==> src/sv/dis_pkg.sv <==
// Shared types and codes for the dedup insertion set unit.
// Used by the cell and the top level; depends on nothing.
package dis_pkg;

    localparam int unsigned KEY_W = 64;
    localparam int unsigned IDX_W = 6;
    localparam int unsigned CNT_OUT_W = 7;

    localparam logic [1:0] OP_ADD   = 2'd0;
    localparam logic [1:0] OP_READ  = 2'd1;
    localparam logic [1:0] OP_CLEAR = 2'd2;

    typedef enum logic [2:0] {
        ST_PRESENT  = 3'd0,
        ST_ADDED    = 3'd1,
        ST_FULL     = 3'd2,
        ST_READ     = 3'd3,
        ST_PAST_END = 3'd4,
        ST_CLEARED  = 3'd5
    } t_status;

    typedef struct packed {
        logic             valid;
        logic [1:0]       op;
        logic [KEY_W-1:0] key;
        logic [KEY_W-1:0] aux;
        logic [IDX_W-1:0] idx;
        logic             found;
        logic             hit;
        logic [KEY_W-1:0] rkey;
        logic [KEY_W-1:0] raux;
    } t_tok;

endpackage

==> src/sv/dis_cell.sv <==
// One storage cell of the set: holds an entry and passes the transaction on.
// Depends on dis_pkg.
module dis_cell #(
    parameter int unsigned IDX = 0,
    parameter int unsigned CW  = 7
) (
    input  logic          i_clk,
    input  logic          i_rst_n,
    input  logic          i_en,
    input  logic [CW-1:0] i_count,
    input  dis_pkg::t_tok i_tok,
    output dis_pkg::t_tok o_tok
);

    logic [dis_pkg::KEY_W-1:0] r_key;
    logic [dis_pkg::KEY_W-1:0] r_aux;
    dis_pkg::t_tok             r_tok;
    dis_pkg::t_tok             n_tok;
    logic                      w_live;
    logic                      w_write;

    always_comb begin
        w_live  = 32'(IDX) < 32'(i_count);
        n_tok   = i_tok;
        w_write = i_tok.valid && (i_tok.op == dis_pkg::OP_ADD) && !i_tok.found
                  && (32'(IDX) == 32'(i_count));
        if (w_live && (i_tok.op == dis_pkg::OP_ADD) && (r_key == i_tok.key)) begin
            n_tok.found = 1'b1;
        end
        if (w_live && (i_tok.op == dis_pkg::OP_READ)
            && (32'(i_tok.idx) == 32'(IDX))) begin
            n_tok.hit  = 1'b1;
            n_tok.rkey = r_key;
            n_tok.raux = r_aux;
        end
    end

    always_ff @(posedge i_clk) begin
        if (!i_rst_n) begin
            r_tok.valid <= 1'b0;
        end else if (i_en) begin
            r_tok.valid <= i_tok.valid;
        end
    end

    always_ff @(posedge i_clk) begin
        if (i_en) begin
            r_tok.op    <= n_tok.op;
            r_tok.key   <= n_tok.key;
            r_tok.aux   <= n_tok.aux;
            r_tok.idx   <= n_tok.idx;
            r_tok.found <= n_tok.found;
            r_tok.hit   <= n_tok.hit;
            r_tok.rkey  <= n_tok.rkey;
            r_tok.raux  <= n_tok.raux;
        end
    end

    always_ff @(posedge i_clk) begin
        if (i_en && w_write) begin
            r_key <= i_tok.key;
            r_aux <= i_tok.aux;
        end
    end

    assign o_tok = r_tok;

endmodule

==> config.mk <==
export PLATFORM = sky130hd
export DESIGN_NAME = dis_cell
export DESIGN_NICKNAME = d
export VERILOG_FILES = /design/src/sv/dis_pkg.sv /design/src/sv/dis_cell.sv
export SDC_FILE = /design/constraint.sdc
export NUM_CORES = 1
export LEC_CHECK = 0
export ABC_AREA = 1
export ABC_CLOCK_PERIOD_IN_PS = 13600
export BUFFER_PORTS_ARGS = -buffer_cell sky130_fd_sc_hd__buf_2
export CAP_MARGIN = 20
export CORE_ASPECT_RATIO = 2
export CORE_MARGIN = 3
export CORE_UTILIZATION = 30
export DETAILED_ROUTE_END_ITERATION = 8
export GPL_TIMING_DRIVEN = 0
export PLACE_DENSITY = 0.56
export SLEW_MARGIN = 40
export SYNTH_ARGS = -nofsm -noshare
export SYNTH_HDL_FRONTEND = slang
export SYNTH_SLANG_ARGS = --single-unit
==> constraint.sdc <==
create_clock -name i_clk -period 13.6 [get_ports i_clk]
set_input_delay 4.08 -clock i_clk [delete_from_list [all_inputs] [get_ports i_clk]]
set_output_delay 4.08 -clock i_clk [all_outputs]
set_load 0.005 [all_outputs]
==> impl_metrics.py, run 1 <==
metrics = {
    "outcome": {
        "status": "complete, no violations",
    },
    "clocking": {
        "clockBufferDepth": 3,
        "post_cts_resized": 0,
        "cts_num_sinks": 395,
        "cts.htree.levels": 2,
        "cts_tree": "yes",
        "postCtsSetupBuffers": 0,
        "insertion_delay_ns": 0.54,
        "clk_pin_slew_ns": 0.06,
        "cts_root_buf": "clkbuf_16",
        "holdBufCountCts": 0,
        "numCtsBuffers": 37,
    },
    "grt": {
        "grt_use_met2_pct": 33.24,
        "grt_usage_pct": 17.78,
        "met1_usage_pct": 18.17,
        "grt_pass1_vias": 10764,
        "antenna_found_initial": 14,
        "grt_max_degree": 78,
        "grt_first_pass_wirelength_um": 69190,
        "grt_use_met3_pct": 4.957,
        "grt.busiest_layer": "met2",
        "grt.overflow.total": 0,
    },
    "worst_setup_path": {
        "critPathArrivalTime_ns": 6.98,
        "setup.worst_path.end_class": "flip-flop",
        "cp_top_family": "buffers and inverters",
        "cp_max_fo": 77,
        "critPathMostFrequentCell": "buf_6",
        "crit_path_top_delay_cell": "nor3_4",
        "path_buf_inv": 8,
        "slowest_delay_ns": 0.53,
        "reg2reg_to": "o_tok[129]",
        "start_kind": "input pin",
        "rr_startpoint": "r_key[56]",
        "required_ns": 13.85,
        "r2r_setup_slack_ns": 11.76,
        "critPathKind": "in -> reg",
        "startpoint": "i_en",
        "crit_chain": "buf_8, buf_16, buf_16, nand2_1, nor3_4, buf_4, buf_6, buf_6, buf_6, buf_6",
        "reg2reg_depth": 9,
    },
    "logic_synthesis": {
        "ys_top_cells_by_count": "edfxtp_1, nand2_1, inv_1",
        "ys_seq_elements": 395,
        "yosysMostFrequentCell": "edfxtp_1",
        "synth_largest_area_cell": "edfxtp_1",
        "synth.net_count": 1350,
        "synth_cells": 1073,
        "synth_cell_type_count": 18,
        "synth_ff_type": "edfxtp_1",
        "synth_edf_count": 394,
        "synth_area_um2": 15250,
        "syn_avg_cell_area_um2": 14.21,
        "yosysTopAreaCellShare_pct": 77.57,
        "synth_area_leaders": "edfxtp_1, nand2_1, o21ai_2",
        "seq_area_frac_synth_pct": 77.70,
        "yosys_warnings": 0,
        "ys_async_sr_fraction_pct": 0,
    },
    "placed_design": {
        "place_ws_ns": 6.266,
        "place.detailed.hpwl_um": 38030,
        "place_congestion": 0.8418,
        "numPortBuffers": 543,
    },
    "flow_run": {
        "drv_cap": 0,
    },
    "final_layout": {
        "fill_cells": 4842,
        "regArea_um2": 11850,
        "drive_gt1_share_pct": 43.94,
        "syn_to_final_growth_pct": 33.23,
        "final_nets": 1948,
        "multi_input_area_um2": 2470,
    },
    "detailed_routing": {
        "drt_iter0_drc": 613,
        "drtPass1Iterations": 5,
        "antenna_left": 0,
        "wl_um": 48780,
        "vias": 10276,
        "vias_per_cell": 4.362,
        "route.detailed.drc": 0,
        "wl_per_cell_um": 20.71,
    },
    "pwr": {
        "power_density_nw_per_um2": 133.0,
        "power.leakage_nw": 8.988,
        "ir_drop_v": 0.0001161,
        "finalPower_mw": 2.702,
    },
    "floorplanning": {
        "core_area_um2": 50220,
        "initial_utilization_pct": 30.37,
        "die-area_um2": 53750,
        "die_x_um": 165.4,
        "fp-row-count": 116,
        "die_h_um": 324.9,
        "ioPinCount": 544,
    },
    "timing": {
        "final_max_slew_viol_count": 0,
        "hold_violations": 0,
        "setup_violations": 0,
        "fin_ws_ns": 6.876,
        "fmax_mhz": 148.7,
        "finalClockSkew_ns": 0.009621,
        "slew-limit-headroom_pct": 62.93,
        "worstMarginPinSlew_ns": 0.5540,
        "min_period_ns": 6.724,
        "holdWs_ns": 0.4959,
        "finalCritPeriodShare_pct": 49.44,
        "rsz0062_at_grt": "no",
    },
    "min_path": {
        "min_path_type": "reg -> reg",
        "min_delay_worst_endpoint": "o_tok[266]",
        "hp-start": "o_tok[266]",
        "whs_path_depth": 2,
    },
}
## tightest hold or removal path, stage by stage, from the launching register on
cell      delay (ns)
dfxtp_1         0.32
nand2_1         0.06
a21boi_0        0.08
## sequential cells by signal, summed over array words and instances (netlist names)
name,cells
r_aux,64
o_tok,267
r_key,64
## layout make-up
type                            count  area share [%]
Sequential cell                   395           58.32
Timing Repair Buffer              559           14.53
Multi-Input combinational cell    479           12.15
Clock buffer                       44           4.895
Tap cell                          649           3.996
Inverter                          171           3.159
Buffer                             28           1.484
Clock inverter                     24           1.373
Antenna cell                        7         0.08620
## cell families (layout without fill, tap and decap cells)
group,Yosys count,after routing,synth area share [%]
AO/OA/AOI/OAI,150,150,7.473
flip-flops,395,395,77.70
buffers and inverters,199,826,6.177
XOR/XNOR,11,11,0.6316
AND/OR/NAND/NOR,318,318,8.015
other,0,7,0
## cell usage in the layout (no fill, tap or decap), types with 2 or more instances in the layout
cell type / Yosys / routed
buf_16: 0 / 3
buf_2: 0 / 542
buf_6: 26 / 38
bufinv_16: 0 / 6
clkbuf_1: 2 / 6
clkbuf_16: 0 / 39
clkinv_1: 0 / 7
clkinv_2: 0 / 6
clkinv_4: 0 / 2
diode_2: 0 / 7
edfxtp_1: 394 / 394
inv_1: 171 / 171
inv_6: 0 / 2
nand2_1: 268 / 268
nand3_1: 3 / 3
nor2_1: 43 / 43
nor4_2: 2 / 2
o21ai_0: 34 / 34
o21ai_1: 9 / 9
o21ai_2: 101 / 101
o22ai_1: 4 / 4
xnor2_1: 11 / 11
## worst max-delay path by stage
| stage | slack (ns) | to | cells past startpoint |
|---|---|---|---|
| floorplan | 3.74 | r_aux[0] | 5 |
| global placement | -4.60 | r_key[17] | 3 |
| detailed placement | 6.27 | r_aux[48] | 10 |
| CTS | 6.86 | r_aux[48] | 10 |
| global route | 6.68 | r_aux[24] | 10 |
| finish | 6.88 | r_aux[22] | 10 |
## metal layers
metal	vias up	routed length, um
li1	4844	-
met1	4848	16540
met2	489	26110
met3	87	4122
met4	8	1950
met5	-	57
## stage by stage
stage          setup TNS, ns  instance area [um2]  util, %  cells
2_1_floorplan              0                15260        -   1073
3_3_place_gp         -587.25                18790    37.41   2265
3_5_place_dp               0                19030    37.89   2281
4_1_cts                    0                20300    40.43   2349
5_1_grt                    0                20320    40.46   2355
6_report                   0                20320    40.46   2356
## where the power goes
group	switching, mW	internal, mW
clock	0.461	0.641
sequential	0.0137	1.40
combinational	0.102	0.0836
total	0.577	2.13
Power figures use the tool's default switching activity.
==> run 2, diff against run 1 <==
ABC_CLOCK_PERIOD_IN_PS = 6000   (was 13600)
clock period = 6 ns   (was 13.6 ns; I/O delays follow)
==> run 2 against run 1 <==
Compared with the run above:
- power rose by 110%
- non-clock buffer count is 1 higher
- clock skew increased by 0.0038 ns
- largest power group unchanged
- critical path type unchanged
- largest cell class unchanged
- global-route usage shrank 0.22 points
- sequential share of layout area up 0.59 points
- count of clock-buffer cells in the layout fell by 1
- worst setup slack got worse by 4.7 ns
- critical endpoint is now r_aux[44]
- final cell count fell by 0.25%
- die area is the same
- hold slack lost 0.0021 ns
- core utilization shrank 0.40 points
- sequential cell count unchanged
==> impl_metrics.py, run 2 (synthesized netlist as in run 1, its figures left out) <==
metrics = {
    "grt": {
        "grt_max_degree": 78,
        "grt_pass1_vias": 10749,
        "grt_first_pass_wirelength_um": 68630,
        "antenna_found_initial": 12,
        "grt_usage_pct": 17.57,
        "grt.overflow.total": 0,
    },
    "detailed_routing": {
        "vias_per_cell": 4.351,
        "wl_per_cell_um": 20.57,
        "wl_um": 48340,
        "drt_iter0_drc": 696,
        "antenna_left": 0,
        "route.detailed.drc": 0,
        "drtPass1Iterations": 4,
        "vias": 10224,
    },
    "clocking": {
        "cts_num_sinks": 395,
        "insertion_delay_ns": 0.53,
        "clk_pin_slew_ns": 0.06,
        "holdBufCountCts": 0,
        "clockBufferDepth": 3,
        "postCtsSetupBuffers": 0,
        "post_cts_resized": 0,
        "cts.htree.levels": 2,
        "numCtsBuffers": 36,
        "cts_root_buf": "clkbuf_16",
        "cts_tree": "yes",
    },
    "floorplanning": {
        "initial_utilization_pct": 30.37,
        "fp-row-count": 116,
        "core_area_um2": 50220,
        "die-area_um2": 53750,
        "die_x_um": 165.4,
        "die_h_um": 324.9,
        "ioPinCount": 544,
    },
    "pwr": {
        "p_seq_share_pct": 55.3,
        "switching_share_pct": 21.82,
        "power_density_nw_per_um2": 288.4,
        "power_frac_clock_pct": 37.5,
        "power.leakage_nw": 8.888,
        "switching_power_mw": 1.266,
        "ir_drop_v": 0.0002582,
        "combPwrFrac_pct": 7.3,
        "p_int_mw": 4.536,
    },
    "worst_setup_path": {
        "start_kind": "input pin",
        "slowest_delay_ns": 0.39,
        "cp_max_fo": 11,
        "startpoint": "i_count[5]",
        "setup.worst_path.end_class": "flip-flop",
        "crit_path_top_delay_cell": "nor2_1",
        "rr_startpoint": "r_key[46]",
        "required_ns": 6.23,
        "crit_chain": "buf_2, nor2_1, nand2_1, nor2_1, inv_1, nor3_4, buf_6, buf_6, buf_6, buf_4, buf_6, buf_6",
        "critPathArrivalTime_ns": 4.02,
        "critPathKind": "in -> reg",
        "path_buf_inv": 8,
        "critPathMostFrequentCell": "buf_6",
        "cp_top_family": "buffers and inverters",
    },
    "placed_design": {
        "place.detailed.hpwl_um": 37600,
        "place_congestion": 0.8375,
        "numPortBuffers": 543,
        "place_inst": 2282,
    },
    "timing": {
        "hold_violations": 0,
        "slew-limit-headroom_pct": 65.89,
        "finalCritPeriodShare_pct": 63.19,
        "fmax_mhz": 263.8,
        "min_period_ns": 3.791,
        "final_max_slew_viol_count": 0,
        "setup_violations": 0,
        "finalClockSkew_ns": 0.01338,
        "worstMarginPinSlew_ns": 0.5098,
        "rsz0062_at_grt": "no",
    },
    "flow_run": {
        "drv_cap": 0,
    },
    "min_path": {
        "min_path_type": "reg -> reg",
        "hp-start": "o_tok[266]",
    },
    "outcome": {
        "status": "complete, no violations",
    },
    "final_layout": {
        "largest_reg_flops": 267,
        "drive_gt1_share_pct": 43.74,
        "final_nets": 1948,
        "final_common_cell": "buf_2",
        "post-route-util_pct": 40.06,
        "final_cell_mix": "buf_2, edfxtp_1, nand2_1, inv_1, o21ai_2",
        "fin_cells": 2350,
        "syn_to_final_growth_pct": 31.90,
    },
}
==> run 2: cell type report <==
class | instances | area [um2]
plain buffers | 28 | 301.5
flip-flops and latches | 395 | 11850
inverters | 171 | 641.9
clock inverters | 18 | 115.1
well taps | 649 | 812.0
fillers | 4862 | 30100
diodes | 7 | 17.52
repair buffers | 560 | 2960
clock buffers | 43 | 948.4
multi-input cells | 479 | 2470
==> run 2: power groups by stage <==
stage	logic [mW]	registers, mW	clock network [mW]
final	0.421	3.21	2.17
after global routing	0.465	3.22	2.33
after CTS	0.429	3.21	2.25
after detailed placement	0.428	3.27	0
after global placement	0.414	3.28	0
after floorplan	0.0807	3.29	0
==> run 2: per-stage QoR <==
step | setup TNS (ns) | cell area [um2] | setup slack [ns] | total power [mW] | hold WS [ns]
3_3_place_gp | -1039.46 | 18790 | -6.669 | 3.695 | 0.4589
2_1_floorplan | 0 | 15260 | 0.3879 | 3.368 | 0.4642
5_1_grt | 0 | 20110 | 2.101 | 6.015 | 0.5232
4_1_cts | 0 | 20100 | 2.154 | 5.890 | 0.4993
3_5_place_dp | 0 | 19040 | 1.578 | 3.695 | 0.4904
6_report | 0 | 20120 | 2.209 | 5.802 | 0.4938
==> run 2: final timing paths <==
| path | endpoint | slack (ns) | depth (start not counted) |
|---|---|---|---|
| max reg2reg | o_tok[129] | 4.35 | 9 |
| max | r_aux[44] | 2.21 | 12 |
| min reg2reg | o_tok[266] | 0.49 | 2 |
| min | o_tok[266] | 0.49 | 2 |
==> run 2: per-layer routing <==
metal | wire length, um | GRT usage (%) | vias to the layer above
li1 | - | - | 4832
met1 | 16510 | 18.33 | 4825
met2 | 25460 | 32.19 | 471
met3 | 4112 | 4.600 | 90
met4 | 2218 | 8.036 | 6
met5 | 41 | 0 | -
==> run 2: worst reg2reg max path, stage by stage, from the launching register on <==
cell      delay (ns)
edfxtp_1        0.39
nand2_1         0.09
nand2_1         0.06
nor2_1          0.12
nand2_1         0.12
nor2_1          0.17
nand2_1         0.08
nor2_1          0.29
nand3_1         0.13
nand2_1         0.08
